$ cat src/design/apl_pkg.sv
// Shared types and constants for the audio peak level meter.
// Used by the channel interfaces, the controller, the datapath and the top level.
package apl_pkg;

	localparam int unsigned WordW    = 32;
	localparam int unsigned LevelW   = 7;
	localparam int unsigned MinW     = 8;
	localparam int unsigned GainW    = 8;
	localparam int unsigned MultW    = 12;
	localparam int unsigned QuoW     = 7;
	localparam int unsigned NumW     = WordW + QuoW;
	localparam int unsigned ProdW    = QuoW + MultW;
	localparam int unsigned CntW     = 3;
	localparam int unsigned CfgIdxW  = 2;
	localparam int unsigned CfgDataW = 12;

	// Configuration register indexes.
	localparam logic [CfgIdxW-1:0] REG_SAMPLE_FORMAT = 2'd0;
	localparam logic [CfgIdxW-1:0] REG_BIG_ENDIAN    = 2'd1;
	localparam logic [CfgIdxW-1:0] REG_LEVEL_GAIN    = 2'd2;
	localparam logic [CfgIdxW-1:0] REG_LEVEL_MULT    = 2'd3;

	// Sample format codes.
	localparam logic [2:0] FMT_U8  = 3'd0;
	localparam logic [2:0] FMT_S8  = 3'd1;
	localparam logic [2:0] FMT_U16 = 3'd2;
	localparam logic [2:0] FMT_S16 = 3'd3;
	localparam logic [2:0] FMT_U32 = 3'd4;
	localparam logic [2:0] FMT_S32 = 3'd5;

	// Input command codes.
	localparam logic CMD_SAMPLE = 1'b0;
	localparam logic CMD_CLEAR  = 1'b1;

	localparam logic [WordW-1:0] FS_U8  = 32'd255;
	localparam logic [WordW-1:0] FS_S8  = 32'd127;
	localparam logic [WordW-1:0] FS_U16 = 32'd65535;
	localparam logic [WordW-1:0] FS_S16 = 32'd32767;
	localparam logic [WordW-1:0] FS_U32 = 32'hffff_ffff;
	localparam logic [WordW-1:0] FS_S32 = 32'h7fff_ffff;

	localparam logic [LevelW-1:0] PERCENT     = 7'd100;
	localparam logic [MultW-1:0]  MULT_UNITY  = 12'd256;
	localparam logic [MinW-1:0]   MIN_NONE    = 8'hff;

	typedef enum logic [2:0] {
		ST_IDLE,
		ST_MUL,
		ST_DIV,
		ST_SCALE,
		ST_ADJ
	} apl_state_t;

	typedef struct packed {
		logic            acc_en;
		logic            last_load;
		logic            clear_tel;
		logic            mul_en;
		logic            div_en;
		logic [CntW-1:0] div_idx;
		logic            scale_en;
		logic            commit;
	} apl_ctl_t;

	typedef struct packed {
		logic fs_valid;
		logic out_free;
	} apl_stat_t;

endpackage

$ cat src/design/apl_if.sv
// Valid/ready channel interfaces for the audio peak level meter.
// Depends on apl_pkg for field widths.
interface apl_in_if;
	logic                        valid;
	logic                        ready;
	logic                        cmd;
	logic [apl_pkg::WordW-1:0]   sample_word;
	logic                        last_sample;

	modport source (output valid, output cmd, output sample_word, output last_sample,
		input ready);
	modport sink (input valid, input cmd, input sample_word, input last_sample,
		output ready);
endinterface

interface apl_out_if;
	logic                             valid;
	logic                             ready;
	logic [apl_pkg::LevelW-1:0]       level_raw;
	logic [apl_pkg::LevelW-1:0]       level_adjusted;
	logic signed [apl_pkg::MinW-1:0]  level_min;
	logic [apl_pkg::LevelW-1:0]       level_max;

	modport source (output valid, output level_raw, output level_adjusted,
		output level_min, output level_max, input ready);
	modport sink (input valid, input level_raw, input level_adjusted,
		input level_min, input level_max, output ready);
endinterface

interface apl_cfg_if;
	logic                           valid;
	logic                           ready;
	logic [apl_pkg::CfgIdxW-1:0]    index;
	logic [apl_pkg::CfgDataW-1:0]   data;

	modport source (output valid, output index, output data, input ready);
	modport sink (input valid, input index, input data, output ready);
endinterface

$ cat src/design/audio_peak_level_meter_top.sv
// Channel     | Dir | Word carried
// in_ch       | in  | cmd, sample_word, last_sample
// out_ch      | out | level_raw, level_adjusted, level_min, level_max
// cfg         | in  | index, data (always ready)
//
// A sample that does not end a buffer, and a clear command, are each taken in the idle state.
// A sample that ends a buffer, when the format has a full scale, holds off the next word
// while it steps through: load the peak, multiply by 100, the bit-serial divide by full
// scale over the seven quotient bits, apply the multiplier, and add gain and commit.
// The commit waits while the result register still holds an untaken result.
// Reset is asynchronous and active low; configuration takes its reset values.
// Top level of the audio peak level meter; depends on apl_pkg, apl_if, apl_ctrl and apl_dp.
module audio_peak_level_meter_top (
	input  logic          clk,
	input  logic          arst_n,
	apl_in_if.sink        in_ch,
	apl_out_if.source     out_ch,
	apl_cfg_if.sink       cfg
);

	apl_pkg::apl_ctl_t   ctl;
	apl_pkg::apl_stat_t  stat;

	assign cfg.ready = 1'b1;

	apl_ctrl u_ctrl (
		.clk      (clk),
		.arst_n   (arst_n),
		.in_valid (in_ch.valid),
		.in_cmd   (in_ch.cmd),
		.in_last  (in_ch.last_sample),
		.in_ready (in_ch.ready),
		.stat     (stat),
		.ctl      (ctl)
	);

	apl_dp u_dp (
		.clk            (clk),
		.arst_n         (arst_n),
		.cfg_valid      (cfg.valid),
		.cfg_index      (cfg.index),
		.cfg_data       (cfg.data),
		.sample_word    (in_ch.sample_word),
		.ctl            (ctl),
		.stat           (stat),
		.out_ready      (out_ch.ready),
		.out_valid      (out_ch.valid),
		.level_raw      (out_ch.level_raw),
		.level_adjusted (out_ch.level_adjusted),
		.level_min      (out_ch.level_min),
		.level_max      (out_ch.level_max)
	);

endmodule

$ cat src/design/apl_ctrl.sv
// Controller of the audio peak level meter: sequences the level computation.
// Depends on apl_pkg for the state type and the command and status structs.
module apl_ctrl (
	input  logic                          clk,
	input  logic                          arst_n,
	input  logic                          in_valid,
	input  logic                          in_cmd,
	input  logic                          in_last,
	output logic                          in_ready,
	input  apl_pkg::apl_stat_t            stat,
	output apl_pkg::apl_ctl_t             ctl
);

	apl_pkg::apl_state_t               state_q;
	apl_pkg::apl_state_t               state_nxt;
	logic [apl_pkg::CntW-1:0]          cnt_q;

	always_ff @(posedge clk or negedge arst_n) begin
		if (!arst_n) begin
			state_q <= apl_pkg::ST_IDLE;
			cnt_q   <= '0;
		end else begin
			state_q <= state_nxt;
			if (state_q == apl_pkg::ST_MUL) begin
				cnt_q <= apl_pkg::CntW'(apl_pkg::QuoW - 1);
			end else if (state_q == apl_pkg::ST_DIV) begin
				cnt_q <= cnt_q - 1'b1;
			end
		end
	end

	always_comb begin
		state_nxt = state_q;
		unique case (state_q)
			apl_pkg::ST_IDLE: begin
				if (in_valid && in_cmd == apl_pkg::CMD_SAMPLE && in_last && stat.fs_valid) begin
					state_nxt = apl_pkg::ST_MUL;
				end
			end
			apl_pkg::ST_MUL: state_nxt = apl_pkg::ST_DIV;
			apl_pkg::ST_DIV: begin
				if (cnt_q == '0) begin
					state_nxt = apl_pkg::ST_SCALE;
				end
			end
			apl_pkg::ST_SCALE: state_nxt = apl_pkg::ST_ADJ;
			apl_pkg::ST_ADJ: begin
				if (stat.out_free) begin
					state_nxt = apl_pkg::ST_IDLE;
				end
			end
			default: state_nxt = apl_pkg::ST_IDLE;
		endcase
	end

	always_comb begin
		in_ready = 1'b0;
		ctl      = '0;
		unique case (state_q)
			apl_pkg::ST_IDLE: begin
				in_ready = 1'b1;
				if (in_valid) begin
					if (in_cmd == apl_pkg::CMD_CLEAR) begin
						ctl.clear_tel = 1'b1;
					end else begin
						ctl.acc_en    = 1'b1;
						ctl.last_load = in_last;
					end
				end
			end
			apl_pkg::ST_MUL:   ctl.mul_en = 1'b1;
			apl_pkg::ST_DIV: begin
				ctl.div_en  = 1'b1;
				ctl.div_idx = cnt_q;
			end
			apl_pkg::ST_SCALE: ctl.scale_en = 1'b1;
			apl_pkg::ST_ADJ:   ctl.commit = stat.out_free;
			default: ;
		endcase
	end

endmodule

$ cat src/design/apl_dp.sv
// Datapath of the audio peak level meter: configuration registers, sample
// decode, peak tracking, level division, scaling and the result register.
// Depends on apl_pkg; driven by apl_ctrl through apl_ctl_t.
module apl_dp (
	input  logic                                clk,
	input  logic                                arst_n,
	input  logic                                cfg_valid,
	input  logic [apl_pkg::CfgIdxW-1:0]         cfg_index,
	input  logic [apl_pkg::CfgDataW-1:0]        cfg_data,
	input  logic [apl_pkg::WordW-1:0]           sample_word,
	input  apl_pkg::apl_ctl_t                   ctl,
	output apl_pkg::apl_stat_t                  stat,
	input  logic                                out_ready,
	output logic                                out_valid,
	output logic [apl_pkg::LevelW-1:0]          level_raw,
	output logic [apl_pkg::LevelW-1:0]          level_adjusted,
	output logic signed [apl_pkg::MinW-1:0]     level_min,
	output logic [apl_pkg::LevelW-1:0]          level_max
);

	logic [2:0]                         fmt_q;
	logic                               be_q;
	logic signed [apl_pkg::GainW-1:0]   gain_q;
	logic [apl_pkg::MultW-1:0]          mult_q;

	logic [apl_pkg::WordW-1:0]          peak_acc_q;
	logic [apl_pkg::WordW-1:0]          peak_w_q;
	logic [apl_pkg::NumW-1:0]           num_q;
	logic [apl_pkg::QuoW-1:0]           quo_q;
	logic [apl_pkg::ProdW-1:0]          prod_q;
	logic signed [apl_pkg::MinW-1:0]    min_q;
	logic [apl_pkg::LevelW-1:0]         max_q;
	logic                               out_valid_q;

	logic [7:0]                         b0, b1, b2, b3;
	logic [15:0]                        v16;
	logic [apl_pkg::WordW-1:0]          v32;
	logic [apl_pkg::WordW-1:0]          mag;
	logic [apl_pkg::WordW-1:0]          fs;
	logic [apl_pkg::WordW-1:0]          peak_max;
	logic [apl_pkg::WordW-1:0]          peak_clamp;
	logic [apl_pkg::NumW-1:0]           div_sub;
	logic                               div_ge;
	logic signed [12:0]                 adj_sum;
	logic [apl_pkg::LevelW-1:0]         adj;
	logic signed [apl_pkg::MinW-1:0]    adj_s;
	logic signed [apl_pkg::MinW-1:0]    min_nxt;
	logic [apl_pkg::LevelW-1:0]         max_nxt;

	always_ff @(posedge clk or negedge arst_n) begin
		if (!arst_n) begin
			fmt_q  <= apl_pkg::FMT_S16;
			be_q   <= 1'b0;
			gain_q <= '0;
			mult_q <= apl_pkg::MULT_UNITY;
		end else if (cfg_valid) begin
			unique case (cfg_index)
				apl_pkg::REG_SAMPLE_FORMAT: fmt_q  <= cfg_data[2:0];
				apl_pkg::REG_BIG_ENDIAN:    be_q   <= cfg_data[0];
				apl_pkg::REG_LEVEL_GAIN:    gain_q <= cfg_data[apl_pkg::GainW-1:0];
				apl_pkg::REG_LEVEL_MULT:    mult_q <= cfg_data[apl_pkg::MultW-1:0];
			endcase
		end
	end

	// Sample decode. Signed formats take the two's complement magnitude; the most
	// negative code lands one above full scale and is clamped when the buffer ends.
	always_comb begin
		b0  = sample_word[7:0];
		b1  = sample_word[15:8];
		b2  = sample_word[23:16];
		b3  = sample_word[31:24];
		v16 = be_q ? {b0, b1} : {b1, b0};
		v32 = be_q ? {b0, b1, b2, b3} : sample_word;
		case (fmt_q)
			apl_pkg::FMT_U8:  mag = {24'd0, b0};
			apl_pkg::FMT_S8:  mag = {24'd0, (b0[7] ? 8'd0 - b0 : b0)};
			apl_pkg::FMT_U16: mag = {16'd0, v16};
			apl_pkg::FMT_S16: mag = {16'd0, (v16[15] ? 16'd0 - v16 : v16)};
			apl_pkg::FMT_S32: mag = v32[31] ? 32'd0 - v32 : v32;
			default:          mag = v32;
		endcase
		case (fmt_q)
			apl_pkg::FMT_U8:  fs = apl_pkg::FS_U8;
			apl_pkg::FMT_S8:  fs = apl_pkg::FS_S8;
			apl_pkg::FMT_U16: fs = apl_pkg::FS_U16;
			apl_pkg::FMT_S16: fs = apl_pkg::FS_S16;
			apl_pkg::FMT_U32: fs = apl_pkg::FS_U32;
			apl_pkg::FMT_S32: fs = apl_pkg::FS_S32;
			default:          fs = '0;
		endcase
		peak_max   = (mag > peak_acc_q) ? mag : peak_acc_q;
		peak_clamp = (peak_max > fs) ? fs : peak_max;
	end

	// One quotient bit per cycle, most significant first. The peak never exceeds
	// full scale, so the quotient fits in seven bits.
	always_comb begin
		div_sub = apl_pkg::NumW'(fs) << ctl.div_idx;
		div_ge  = (num_q >= div_sub);
	end

	always_comb begin
		adj_sum = $signed({2'b00, prod_q[apl_pkg::ProdW-1:8]})
			+ $signed({{5{gain_q[apl_pkg::GainW-1]}}, gain_q});
		if (adj_sum < 13'sd0) begin
			adj = '0;
		end else if (adj_sum > $signed({6'd0, apl_pkg::PERCENT})) begin
			adj = apl_pkg::PERCENT;
		end else begin
			adj = adj_sum[apl_pkg::LevelW-1:0];
		end
		adj_s   = $signed({1'b0, adj});
		min_nxt = (min_q == $signed(apl_pkg::MIN_NONE) || adj_s < min_q) ? adj_s : min_q;
		max_nxt = (adj > max_q) ? adj : max_q;
	end

	always_ff @(posedge clk or negedge arst_n) begin
		if (!arst_n) begin
			peak_acc_q  <= '0;
			min_q       <= $signed(apl_pkg::MIN_NONE);
			max_q       <= '0;
			out_valid_q <= 1'b0;
		end else begin
			if (ctl.last_load) begin
				peak_acc_q <= '0;
			end else if (ctl.acc_en) begin
				peak_acc_q <= peak_max;
			end
			if (ctl.clear_tel) begin
				min_q <= $signed(apl_pkg::MIN_NONE);
				max_q <= '0;
			end else if (ctl.commit) begin
				min_q <= min_nxt;
				max_q <= max_nxt;
			end
			if (ctl.commit) begin
				out_valid_q <= 1'b1;
			end else if (out_ready) begin
				out_valid_q <= 1'b0;
			end
		end
	end

	always_ff @(posedge clk) begin
		if (ctl.last_load) begin
			peak_w_q <= peak_clamp;
		end
		if (ctl.mul_en) begin
			num_q <= apl_pkg::NumW'(peak_w_q) * apl_pkg::NumW'(apl_pkg::PERCENT);
			quo_q <= '0;
		end else if (ctl.div_en) begin
			if (div_ge) begin
				num_q <= num_q - div_sub;
			end
			quo_q[ctl.div_idx] <= div_ge;
		end
		if (ctl.scale_en) begin
			prod_q <= apl_pkg::ProdW'(quo_q) * apl_pkg::ProdW'(mult_q);
		end
		if (ctl.commit) begin
			level_raw      <= quo_q;
			level_adjusted <= adj;
			level_min      <= min_nxt;
			level_max      <= max_nxt;
		end
	end

	assign stat.fs_valid = (fs != '0);
	assign stat.out_free = !out_valid_q || out_ready;
	assign out_valid     = out_valid_q;

endmodule

$ cat src/flat_wrapper.sv
// flat-port wrapper written by rule: the top's interface ports become plain ports
module audio_peak_level_meter_top_flat 
  (clk, arst_n, in_ch_valid, in_ch_cmd, in_ch_sample_word, in_ch_last_sample, in_ch_ready, out_ch_valid, out_ch_level_raw, out_ch_level_adjusted, out_ch_level_min, out_ch_level_max, out_ch_ready, cfg_valid, cfg_index, cfg_data, cfg_ready);
  apl_in_if in_ch_i ();
  apl_out_if out_ch_i ();
  apl_cfg_if cfg_i ();
  input  logic clk;
  input  logic arst_n;
  input wire logic [$bits(in_ch_i.valid)-1:0] in_ch_valid;
  input wire logic [$bits(in_ch_i.cmd)-1:0] in_ch_cmd;
  input wire logic [$bits(in_ch_i.sample_word)-1:0] in_ch_sample_word;
  input wire logic [$bits(in_ch_i.last_sample)-1:0] in_ch_last_sample;
  output wire logic [$bits(in_ch_i.ready)-1:0] in_ch_ready;
  output wire logic [$bits(out_ch_i.valid)-1:0] out_ch_valid;
  output wire logic [$bits(out_ch_i.level_raw)-1:0] out_ch_level_raw;
  output wire logic [$bits(out_ch_i.level_adjusted)-1:0] out_ch_level_adjusted;
  output wire logic [$bits(out_ch_i.level_min)-1:0] out_ch_level_min;
  output wire logic [$bits(out_ch_i.level_max)-1:0] out_ch_level_max;
  input wire logic [$bits(out_ch_i.ready)-1:0] out_ch_ready;
  input wire logic [$bits(cfg_i.valid)-1:0] cfg_valid;
  input wire logic [$bits(cfg_i.index)-1:0] cfg_index;
  input wire logic [$bits(cfg_i.data)-1:0] cfg_data;
  output wire logic [$bits(cfg_i.ready)-1:0] cfg_ready;
  assign in_ch_i.valid = in_ch_valid;
  assign in_ch_i.cmd = in_ch_cmd;
  assign in_ch_i.sample_word = in_ch_sample_word;
  assign in_ch_i.last_sample = in_ch_last_sample;
  assign in_ch_ready = in_ch_i.ready;
  assign out_ch_valid = out_ch_i.valid;
  assign out_ch_level_raw = out_ch_i.level_raw;
  assign out_ch_level_adjusted = out_ch_i.level_adjusted;
  assign out_ch_level_min = out_ch_i.level_min;
  assign out_ch_level_max = out_ch_i.level_max;
  assign out_ch_i.ready = out_ch_ready;
  assign cfg_i.valid = cfg_valid;
  assign cfg_i.index = cfg_index;
  assign cfg_i.data = cfg_data;
  assign cfg_ready = cfg_i.ready;
  audio_peak_level_meter_top u_core (.clk(clk), .arst_n(arst_n), .in_ch(in_ch_i), .out_ch(out_ch_i), .cfg(cfg_i));
endmodule
$ cat config.mk
export PLATFORM = sky130hd
export DESIGN_NAME = audio_peak_level_meter_top_flat
export DESIGN_NICKNAME = d
export VERILOG_FILES = /design/src/design/apl_pkg.sv /design/src/design/apl_if.sv /design/src/design/audio_peak_level_meter_top.sv /design/src/design/apl_ctrl.sv /design/src/design/apl_dp.sv /design/src/flat_wrapper.sv
export SDC_FILE = /design/constraint.sdc
export NUM_CORES = 1
export LEC_CHECK = 0
export BUFFER_PORTS_ARGS = -buffer_cell sky130_fd_sc_hd__clkbuf_2
export CAP_MARGIN = 0
export CORE_UTILIZATION = 50
export DETAILED_ROUTE_END_ITERATION = 10
export PLACE_DENSITY = 0.64
export SLEW_MARGIN = 20
export SYNTH_ARGS = -nofsm -noshare
export SYNTH_HDL_FRONTEND = slang
export SYNTH_SLANG_ARGS = --single-unit
export TNS_END_PERCENT = 30
$ cat constraint.sdc
create_clock -name clk -period 19.3 [get_ports clk]
set_input_delay 0 -clock clk [delete_from_list [all_inputs] [get_ports clk]]
set_output_delay 0 -clock clk [all_outputs]
set_load 0.02 [all_outputs]
# ---- After elaboration in Yosys (flattened, before gate mapping)
# Index checks and enable logic that the tools add are counted.
dict set report classes {
  n_mul 2
  n_bitwise 1
  n_lt_le_gt_ge 9
  n_mux 42
  div_mod_pow 0
  n_addsub 6
  eq_ne 16
  shifts 1
  n_reduce_logical 25
}
# operator n
set op_table {}
lappend op_table {{32-bit two-way mux} 6}
lappend op_table {{32-bit case mux with 6 select lines} 1}
lappend op_table {{32-bit case mux with 5 select lines} 1}
lappend op_table {{39-bit two-way mux} 3}
lappend op_table {{32-bit greater-than comparator} 2}
lappend op_table {{39-bit >= comparator} 1}
lappend op_table {{32-bit by 3-bit left shift with 39-bit output} 1}
lappend op_table {{39-bit subtractor} 1}
lappend op_table {{32-bit by 5-bit multiplier with 37-bit output (second input constant)} 1}
lappend op_table {{7-bit two-way mux} 5}
lappend op_table {{16-bit two-way mux} 2}
lappend op_table {{8-bit two-way mux} 4}
lappend op_table {{32-bit nonzero test} 1}
lappend op_table {{1-bit by 32-bit subtractor with 32-bit output (first input constant)} 1}
lappend op_table {{3-bit two-way mux} 7}
lappend op_table {{7-bit by 12-bit multiplier with 19-bit output} 1}
lappend op_table {{1-bit by 16-bit subtractor with 16-bit output (first input constant)} 1}
lappend op_table {{3-bit case mux with 5 select lines} 1}
lappend op_table {{12-bit by 8-bit adder with 13-bit output} 1}
lappend op_table {{13-bit by 8-bit greater-than comparator with 1-bit output (second input constant)} 1}
lappend op_table {{13-bit by 1-bit < comparator with 1-bit output (second input constant)} 1}
lappend op_table {{3-bit by 2-bit == test with 1-bit output (second input constant)} 4}
lappend op_table {{2-bit AND reduction} 6}
lappend op_table {{2-bit nonzero test} 6}
lappend op_table {{other kinds (25)} 43}
dict set report word_totals {
  memories 0
  elab_cells 121
  output_inout_bits 32
  mem_bits_ro 0
  ram_bits 0
  register_bits 204
  input_bits 53
  latch_bits 0
}

# ---- Depth between registers and ports, before layout
# Gate-level depths: netlist of the first run.
dict set report logic_depth {
  depth_word 9
  ltp_mapped 40
  ltp_nobuf 31
}

# ---- Hierarchy
# From an unflattened synthesis of the first run, not the netlist that was laid out.
dict set report unflattened {
  cells_unflattened 2459
  hier_area_um2 21385.5
}
# mod area_per_inst_um2 seq_area_each_um2 instances cells_per_inst
set modules_own_cells {}
lappend modules_own_cells {apl_dp 20941.3 5268.8 1 2413}
lappend modules_own_cells {apl_ctrl 432.9 150.1 1 44}
lappend modules_own_cells {audio_peak_level_meter_top 11.3 0.0 1 2}

# ---- Least setup slack after synthesis of the first run
# No wires, ideal clock.
dict set report synth_timing {
  path_kind {flip-flop to flip-flop}
  start {reg u_core.u_dp.be_q}
  end {reg u_core.u_dp.peak_w_q[14] (netlist name) (data pin)}
  path_buffers 10
  arrival_ns 7.798
  path_stages_with_launch 38
  setup_ns 0.260
  period_less_slack_ns 8.058
  path_slack_ns 11.242
  required_time_ns 19.040
  cell_sequence {dfrtp_1 > buf_6 > buf_6 > buf_4 > buf_4 > buf_2 > buf_2 > buf_4 > mux2i_1 > ha_1 > o21ai_0 > o41ai_1 > a22oi_1 > o21ai_0 > xnor2_1 > o221ai_1 > and3_1 > ha_1 > [... 2 more ...] > o31ai_1 > a2111o_1 > a211oi_1 > a41o_1 > buf_2 > buf_2 > mux2_2 > ha_1 > a21o_1 > a21o_1 > a21oi_1 > nor2_1 > a2111oi_0 > nor2_1 > o31a_1 > o21ai_1 > buf_2 > mux2_2}
}
dict set report synth_via {
  elab_chain_cells 8
  word_cells_on_any_way 11
  classes_between {2 x add/sub; 2 x order compare; 7 x mux}
}
# item line
set synth_lines {}
lappend synth_lines {{from (decl)} apl_dp.sv:22} ;# logic be_q;
lappend synth_lines {{from (signal assigned)} apl_dp.sv:59} ;# apl_pkg::REG_BIG_ENDIAN: be_q <= cfg_data[0];
lappend synth_lines {{32-bit two-way mux or 16-bit two-way mux (tied branches)} {apl_dp.sv:74, apl_dp.sv:73}}
lappend synth_lines {{1-bit by 32-bit subtractor with 32-bit output or 1-bit by 16-bit subtractor with 16-bit output (tied branches)} {apl_dp.sv:80, apl_dp.sv:79}}
lappend synth_lines {{32-bit two-way mux or 16-bit two-way mux (tied branches)} {apl_dp.sv:80, apl_dp.sv:79}}
lappend synth_lines {{32-bit case mux with 5 select lines *} apl_dp.sv:75} ;# case (fmt_q)
lappend synth_lines {{32-bit greater-than comparator} apl_dp.sv:92} ;# peak_max = (mag > peak_acc_q) ? mag : peak_acc_q;
lappend synth_lines {{32-bit two-way mux *} apl_dp.sv:92}
lappend synth_lines {{32-bit greater-than comparator} apl_dp.sv:93} ;# peak_clamp = (peak_max > fs) ? fs : peak_max;
lappend synth_lines {{32-bit two-way mux *} apl_dp.sv:93}
lappend synth_lines {{named net u_core.u_dp.peak_clamp, one bit} apl_dp.sv:41} ;# logic [apl_pkg::WordW-1:0] peak_clamp;
lappend synth_lines {{to (signal assigned)} apl_dp.sv:147} ;# peak_w_q <= peak_clamp;
lappend synth_lines {{to (decl)} apl_dp.sv:27} ;# logic [apl_pkg::WordW-1:0] peak_w_q;
# The timed path passes the listed nets; every way through them passes the cells marked *.
# A chain may end at the register's enable or synchronous reset.

# ---- Worst setup path in the final report of the first run
dict set report layout_timing {
  start {reg u_core.u_dp.be_q}
  end {reg u_core.u_dp.peak_w_q[30] (netlist name) (data pin)}
}
# The elaborated chain is that of the path after synthesis.

==> impl_metrics.ini, run 1 <==
[global_routing]
grt_max_degree = 94
grt_pass1_wl_mm = 90.54
grt_overflow_total = 0
first_global_vias = 17230
grt_usage_pct = 27.06
antenna_found_initial = 0

[final_layout]
nets = 2823
diodes = 0
fin_util_pct = 54.94
nFillCells = 3733
syn_to_final_growth_pct = 7.721
drive_above_1_share_pct = 10.17

[hold_path]
worstHoldEndpoint = u_core.u_dp.min_q[7]
whs_path_depth = 3
min_path_type = in2reg
min_from = in_ch_cmd

[worst_setup_path]
cp_max_fo = 93
rr_endpoint = u_core.u_dp.peak_w_q[30]
r2r-start = u_core.u_dp.be_q
critical_path.slowest_cell = a41o_2
crit_path_end_kind = flip-flop
required_ns = 19.53
worstPathArrival_ns = 9.46
r2r_slack_ns = 10.07
max_stage_delay_ns = 0.79
start_kind = flip-flop
crit_path_frequent_cell = a21o_1
crit_type = reg2reg
reg2regPathDepth = 29

[status]
violations = design-rule violations
status = complete, but fails checks

[sta]
fmax_ghz = 0.1083
fin_crit_sh_pct = 47.83
worst_hold_slack_ns = 0.05509
setup_viol = 0
hold_viol_final = 0
finalMaxSlewViolations = 0
period_needed_ns = 9.231
fin_skew_ns = 0.01739
rsz0062_at_grt = no
slew_headroom_pct = 26.85
tns_ns = 0
worst_slew_pin_slew_ns = 1.091

[clock_tree]
clkSinkCount = 196
cts_buffers = 17
cts_setup_buffers = 0
clk_path_buf_depth = 2
tritoncts = yes
clkLatencyLatePin_ns = 0.49
clk_pin_slew_ns = 0.09
cts-htree-levels = 4
cts-root-buf = clkbuf_16

[power]
power_density_nw_per_um2 = 185.4
combPwrFrac_pct = 71.7
clkPwrFrac_pct = 9.2
ir_worst_vdd_v = 0.0001074
seq_power_share_pct = 19.1
sw_frac_of_total_pct = 49.45
p_leak_nw = 10.54
p_total_mw = 4.178
switchingPower_mw = 2.066
cellInternalPower_mw = 2.112

[place]
port_buffers = 83
hpwl_mm = 43.15
gp_congestion = 0.9538

[detailed_routing]
via_per_inst = 5.887
drcViolationCount = 9
first_pass_iters = 8
ant_nets = 0
vias = 17480
wl_per_cell_um = 18.73
routed_wl_mm = 55.63
first_iter_violations = 1184

[synthesis]
yosys_warnings = 0
synthCells = 2384
synth-adder-area-share_pct = 23.40
synthesis.nets = 2782
syn_avg_cell_area_sq_um = 8.775
synth_edf_count = 109
synth_common_cells = inv_1 (282), ha_1 (268), nand2_1 (231)
synth_mux_area_share_pct = 5.167
yosys.area.top_type_share_pct = 16.03
yosys.area_share.simple_pct = 14.77
ys_seq_elements = 196
synth_compound_area_share_pct = 18.96
ys_async_sr_fraction_pct = 39.80
synth_top_family_by_area = adder cells
syn_area_sq_um = 20920
synth_area_leaders = ha_1 (16%), edfxtp_1 (16%), dfrtp_1 (8.0%)
synth_top_flop_cell = edfxtp_1
synth_seq_area_share_pct = 25.90
synth.most_common_cell = inv_1
yosys.area_share.xor_xnor_pct = 4.689
synth.distinct_cells = 93
synth_top_area_cell = ha_1

[die]
ioPinCount = 85
die_h_um = 206.6
die_area_sq_um = 42660
core_sq_um = 41020
fp.dieW_um = 206.6
rows = 74
initial_utilization_pct = 51.00

[job]
maxCapViolations = 0
==> state kept, by name (all words and copies together) (netlist names) <==
signal                      flops
u_core.u_dp.quo_q               7
u_core.u_dp.level_adjusted      7
u_core.u_dp.min_q               8
u_core.u_dp.peak_w_q           32
u_core.u_dp.num_q              39
u_core.u_ctrl.state_q           3
u_core.u_dp.gain_q              8
u_core.u_dp.out_valid           1
u_core.u_dp.fmt_q               3
u_core.u_dp.max_q               7
u_core.u_dp.level_max           7
u_core.u_dp.prod_q             11
u_core.u_dp.level_min           8
u_core.u_dp.level_raw           7
u_core.u_dp.be_q                1
u_core.u_dp.mult_q             12
u_core.u_ctrl.cnt_q             3
u_core.u_dp.peak_acc_q         32
==> layout by cell type, fill, tap and decap left out, types with 15 or more instances in the layout <==
| cell | instances |
|---|---|
| and2_1 | 31 |
| clkbuf_2 | 83 |
| o22ai_1 | 35 |
| a21o_1 | 60 |
| a22o_1 | 23 |
| clkbuf_16 | 17 |
| mux2_2 | 65 |
| nor2b_1 | 25 |
| nand2b_1 | 20 |
| nor3_1 | 50 |
| dlygate4sd3_1 | 18 |
| o21ai_1 | 17 |
| fa_1 | 77 |
| o21bai_1 | 15 |
| nand3_1 | 46 |
| o21a_1 | 26 |
| dfrtp_1 | 66 |
| a31oi_1 | 24 |
| nand4_1 | 25 |
| a21oi_1 | 152 |
| inv_1 | 281 |
| nand2_1 | 231 |
| edfxtp_1 | 109 |
| or3_1 | 20 |
| o21ai_0 | 132 |
| nor2_1 | 121 |
| ha_1 | 268 |
| mux2i_1 | 28 |
| xor2_1 | 55 |
| xnor2_1 | 57 |
| buf_4 | 19 |
==> layout make-up <==
| cell class | instances | area [sq um] | share of cell area [%] |
|---|---|---|---|
| clock buffers | 18 | 439.2 | 1.949 |
| multi-input cells | 1808 | 14030 | 62.26 |
| well taps | 532 | 665.6 | 2.954 |
| clock inverters | 14 | 182.7 | 0.8106 |
| repair buffers | 120 | 738.2 | 3.276 |
| flip-flops and latches | 196 | 5420 | 24.05 |
| inverters | 282 | 1059 | 4.697 |
==> per-layer routing <==
layer	GRT usage (%)	wire length [um]
met1	36.03	25530
met2	45.03	26150
met3	4.286	2667
met4	8.246	1274
met5	0	0
==> stage by stage <==
step | instance area, sq um | std cells | setup WS, ns
after global routing | 22540 | 2970 | 9.439
final | 22540 | 2970 | 10.07
after detailed placement | 21730 | 2919 | 10.21
after CTS | 22540 | 2970 | 10.20
after floorplan | 20920 | 2384 | 11.24
after global placement | 21730 | 2919 | 10.31
==> power by group through the flow <==
stage	registers, mW	logic [mW]	clock network, mW
3_5_place_dp	0.805	2.96	0
3_3_place_gp	0.802	2.90	0
5_1_grt	0.815	3.38	0.404
6_report	0.799	3.00	0.383
2_1_floorplan	0.739	2.34	0
4_1_cts	0.797	2.99	0.391
==> cells by family (layout without fill, tap and decap cells) <==
group                    Yosys count  count (layout)
other                              1               1
AO/OA/AOI/OAI                    615             615
AND/OR/NAND/NOR                  637             637
XOR/XNOR                         112             112
adder cells (fa/ha/maj)          345             345
buffers and inverters            380             434
multiplexers                      98              98
flip-flops                       196             196
==> what timing repair did <==
item | in CTS | in global routing
resized for setup | 0 | 0
hold buffers | 19 | 0
hold endpoints to repair | 59 | 0
==> worst max path at each step <==
stage	slack, ns	to	startpoint
final	10.07	u_core.u_dp.peak_w_q[30]	u_core.u_dp.be_q
after CTS	10.20	u_core.u_dp.peak_w_q[29]	u_core.u_dp.be_q
after global placement	10.31	u_core.u_dp.peak_w_q[22]	u_core.u_dp.be_q
after detailed placement	10.21	u_core.u_dp.peak_w_q[30]	u_core.u_dp.be_q
after global routing	9.44	u_core.u_dp.peak_w_q[30]	u_core.u_dp.be_q
after floorplan	11.24	u_core.u_dp.peak_w_q[14]	u_core.u_dp.be_q
==> critical path: cells and delay by family, from the launching register on <==
family                   cells  cell delay [ns]
XOR/XNOR                     1             0.15
AND/OR/NAND/NOR              4             0.74
multiplexers                 2             0.82
flip-flops                   1             0.35
buffers and inverters        3             1.47
adder cells (fa/ha/maj)      2             0.60
AO/OA/AOI/OAI               17             4.75
(Power assumes the default switching activity.)
==> run 2, diff against run 1 <==
- ABC_AREA: default -> 1
- clock period: 19.3 -> 9.7 ns (I/O delays scaled with it)
==> run 2 against run 1 <==
The run now ends clean. Cell count increased by 20%. Sequential cell count unchanged. Register-to-register slack got worse by 8.6 ns. Fmax increased by 12%. Core utilization increased by 0.12 points. Critical path depth increased by 11. Wire length increased by 3.7%. Synthesized cell count increased by 23%. Synthesized area increased by 2.3%. Sequential share of layout area decreased by 0.64 points. Non-clock buffer count increased by 5. Via count increased by 9.8%. Critical endpoint is now u_core.u_dp.peak_w_q[24]. Highest routed layer is now met5.
==> impl_metrics.ini, run 2 <==
[sta]
rsz0062_at_grt = no
tns_ns = 0
hold_viol_final = 0
period_needed_ns = 8.271
fmax_ghz = 0.1209
fin_skew_ns = 0.02026
finalMaxSlewViolations = 0
fin_crit_sh_pct = 85.27
slew_headroom_pct = 26.98
setup_viol = 0
worst_slew_pin_slew_ns = 1.091

[worst_setup_path]
reg2regPathDepth = 40
worstPathArrival_ns = 8.61
crit_type = reg2reg
critical_path.slowest_cell = inv_1
cp_max_fo = 52
cp-endpoint = u_core.u_dp.peak_w_q[24]
r2r-start = u_core.u_dp.be_q
rr_endpoint = u_core.u_dp.peak_w_q[24]
cp_top_family = simple AND/OR/NAND/NOR gates
crit_path_frequent_cell = nand2_1
crit_path_end_kind = flip-flop
crit_buf_inv = 8
required_ns = 10.04
r2r_slack_ns = 1.43
max_stage_delay_ns = 0.58
cp-startpoint = u_core.u_dp.be_q
start_kind = flip-flop
crit_cells = 40

[hold_path]
min_path_type = in2reg
whs_path_depth = 5

[detailed_routing]
routed_wl_mm = 57.69
first_pass_iters = 6
ant_nets = 0
drcViolationCount = 0
wl_per_cell_um = 16.23
vias = 19200
via_per_inst = 5.401
first_iter_violations = 1440

[synthesis]
ys_async_sr_fraction_pct = 39.80
synth_seq_area_share_pct = 25.32
synthCells = 2926
ys_seq_elements = 196
yosys.area.top_type_share_pct = 15.67
syn_area_sq_um = 21400
synth.most_common_cell = nand2_1
synth_edf_count = 109
synth_top_area_cell = ha_1
yosys_warnings = 0
syn_avg_cell_area_sq_um = 7.314
synth_common_cells = nand2_1 (596), inv_1 (581), ha_1 (268)
synthesis.nets = 3324
synth_area_leaders = ha_1 (16%), edfxtp_1 (15%), nand2_1 (10%)
synth.distinct_cells = 69
synth_top_flop_cell = edfxtp_1

[status]
status = finished clean

[die]
core_sq_um = 42040
rows = 75
fp.dieW_um = 208.9
die_h_um = 208.9
die_area_sq_um = 43630
ioPinCount = 85
initial_utilization_pct = 50.90

[clock_tree]
clkSinkCount = 196
clk_path_buf_depth = 2
tritoncts = yes
cts_setup_buffers = 0
cts_buffers = 17
cts-root-buf = clkbuf_16
clk_pin_slew_ns = 0.08
cts_resized = 0
postCtsHoldBufs = 25
cts-htree-levels = 4
clkLatencyLatePin_ns = 0.50

[final_layout]
layout_commonest_cell = nand2_1
final_cell_mix = nand2_1 (596), inv_1 (581), ha_1 (268)
nets = 3400
syn_to_final_growth_pct = 8.168
largest_reg_flops = 39
regMostFlops = u_core.u_dp.num_q
drive_above_1_share_pct = 7.197
top_regs = u_core.u_dp.num_q (39), u_core.u_dp.peak_acc_q (32), u_core.u_dp.peak_w_q (32)
diodes = 0

[power]
power_density_nw_per_um2 = 355.9
ir_worst_vdd_v = 0.0001628
p_leak_nw = 12.10
p_total_mw = 8.238

[global_routing]
grt_usage_pct = 27.11
first_global_vias = 18770
grt_overflow_total = 0
grt_pass1_wl_mm = 93.81
grt_max_degree = 66
antenna_found_initial = 1

[place]
gp_congestion = 0.9871
port_buffers = 83
hpwl_mm = 46.92

[job]
maxCapViolations = 0
## run 2: cells by family (layout without fill, tap and decap cells)
family,Yosys count,after routing,share of synthesized area (%)
and+or+nand+nor,1003,1003,19.61
muxes,4,4,0.2105
buffers and inverters,658,747,12.00
other,1,1,0.01752
DFF,196,196,25.32
AOI/OAI and AO/OA,659,659,17.52
xor gates and xnor gates,60,60,2.456
adders and majority gates,345,345,22.87
## run 2: where the power goes
part | internal (mW) | total [mW] | switching (mW)
Sequential | 1.37 | 1.57 | 0.206
Clock | 0.372 | 0.753 | 0.381
Combinational | 2.04 | 5.91 | 3.88
## run 2: routing by layer
layer	share of wire [%]	global-route usage (%)
met1	47	36.76
met2	45	44.15
met3	5.3	4.058
met4	2.8	9.229
met5	0.023	0
## run 2: worst min path at each step
| stage | start | to |
|---|---|---|
| finish | in_ch_last_sample | u_core.u_dp.peak_acc_q[11] |
| global route | in_ch_last_sample | u_core.u_dp.peak_acc_q[12] |
| CTS | in_ch_last_sample | u_core.u_dp.peak_acc_q[12] |
| detailed placement | arst_n | u_core.u_dp.max_q[1] |
| global placement | arst_n | u_core.u_dp.max_q[1] |
| floorplan | arst_n | u_core.u_ctrl.cnt_q[0] |
## run 2: final cells by class
type                    count  area [sq um]
well taps                 539         674.4
repair buffers            125         795.8
multi-input cells        2072         13430
clock inverters            14         182.7
fillers                  4070         18890
inverters                 590          2215
flip-flops and latches    196          5420
clock buffers              18         429.2
## run 2: worst register-to-register path: cells and delay by family (launching register included)
family,cells,cell delay (ns)
adder cells (fa/ha/maj),2,0.58
AND/OR/NAND/NOR,25,4.04
buffers and inverters,8,2.20
AO/OA/AOI/OAI,5,0.94
flip-flops,1,0.37
## run 2: through the flow
| stage | utilization (%) | setup WS (ns) | hold slack [ns] | area, sq um | instances |
|---|---|---|---|---|---|
| floorplan | - | 3.870 | -0.2956 | 21400 | 2926 |
| global placement | 53.01 | 1.705 | -0.1368 | 22290 | 3497 |
| detailed placement | 53.01 | 1.562 | -0.1337 | 22290 | 3497 |
| CTS | 55.06 | 1.494 | 0.02623 | 23150 | 3554 |
| global route | 55.06 | 0.4120 | 0.04575 | 23150 | 3554 |
| finish | 55.06 | 1.429 | 0.05607 | 23150 | 3554 |
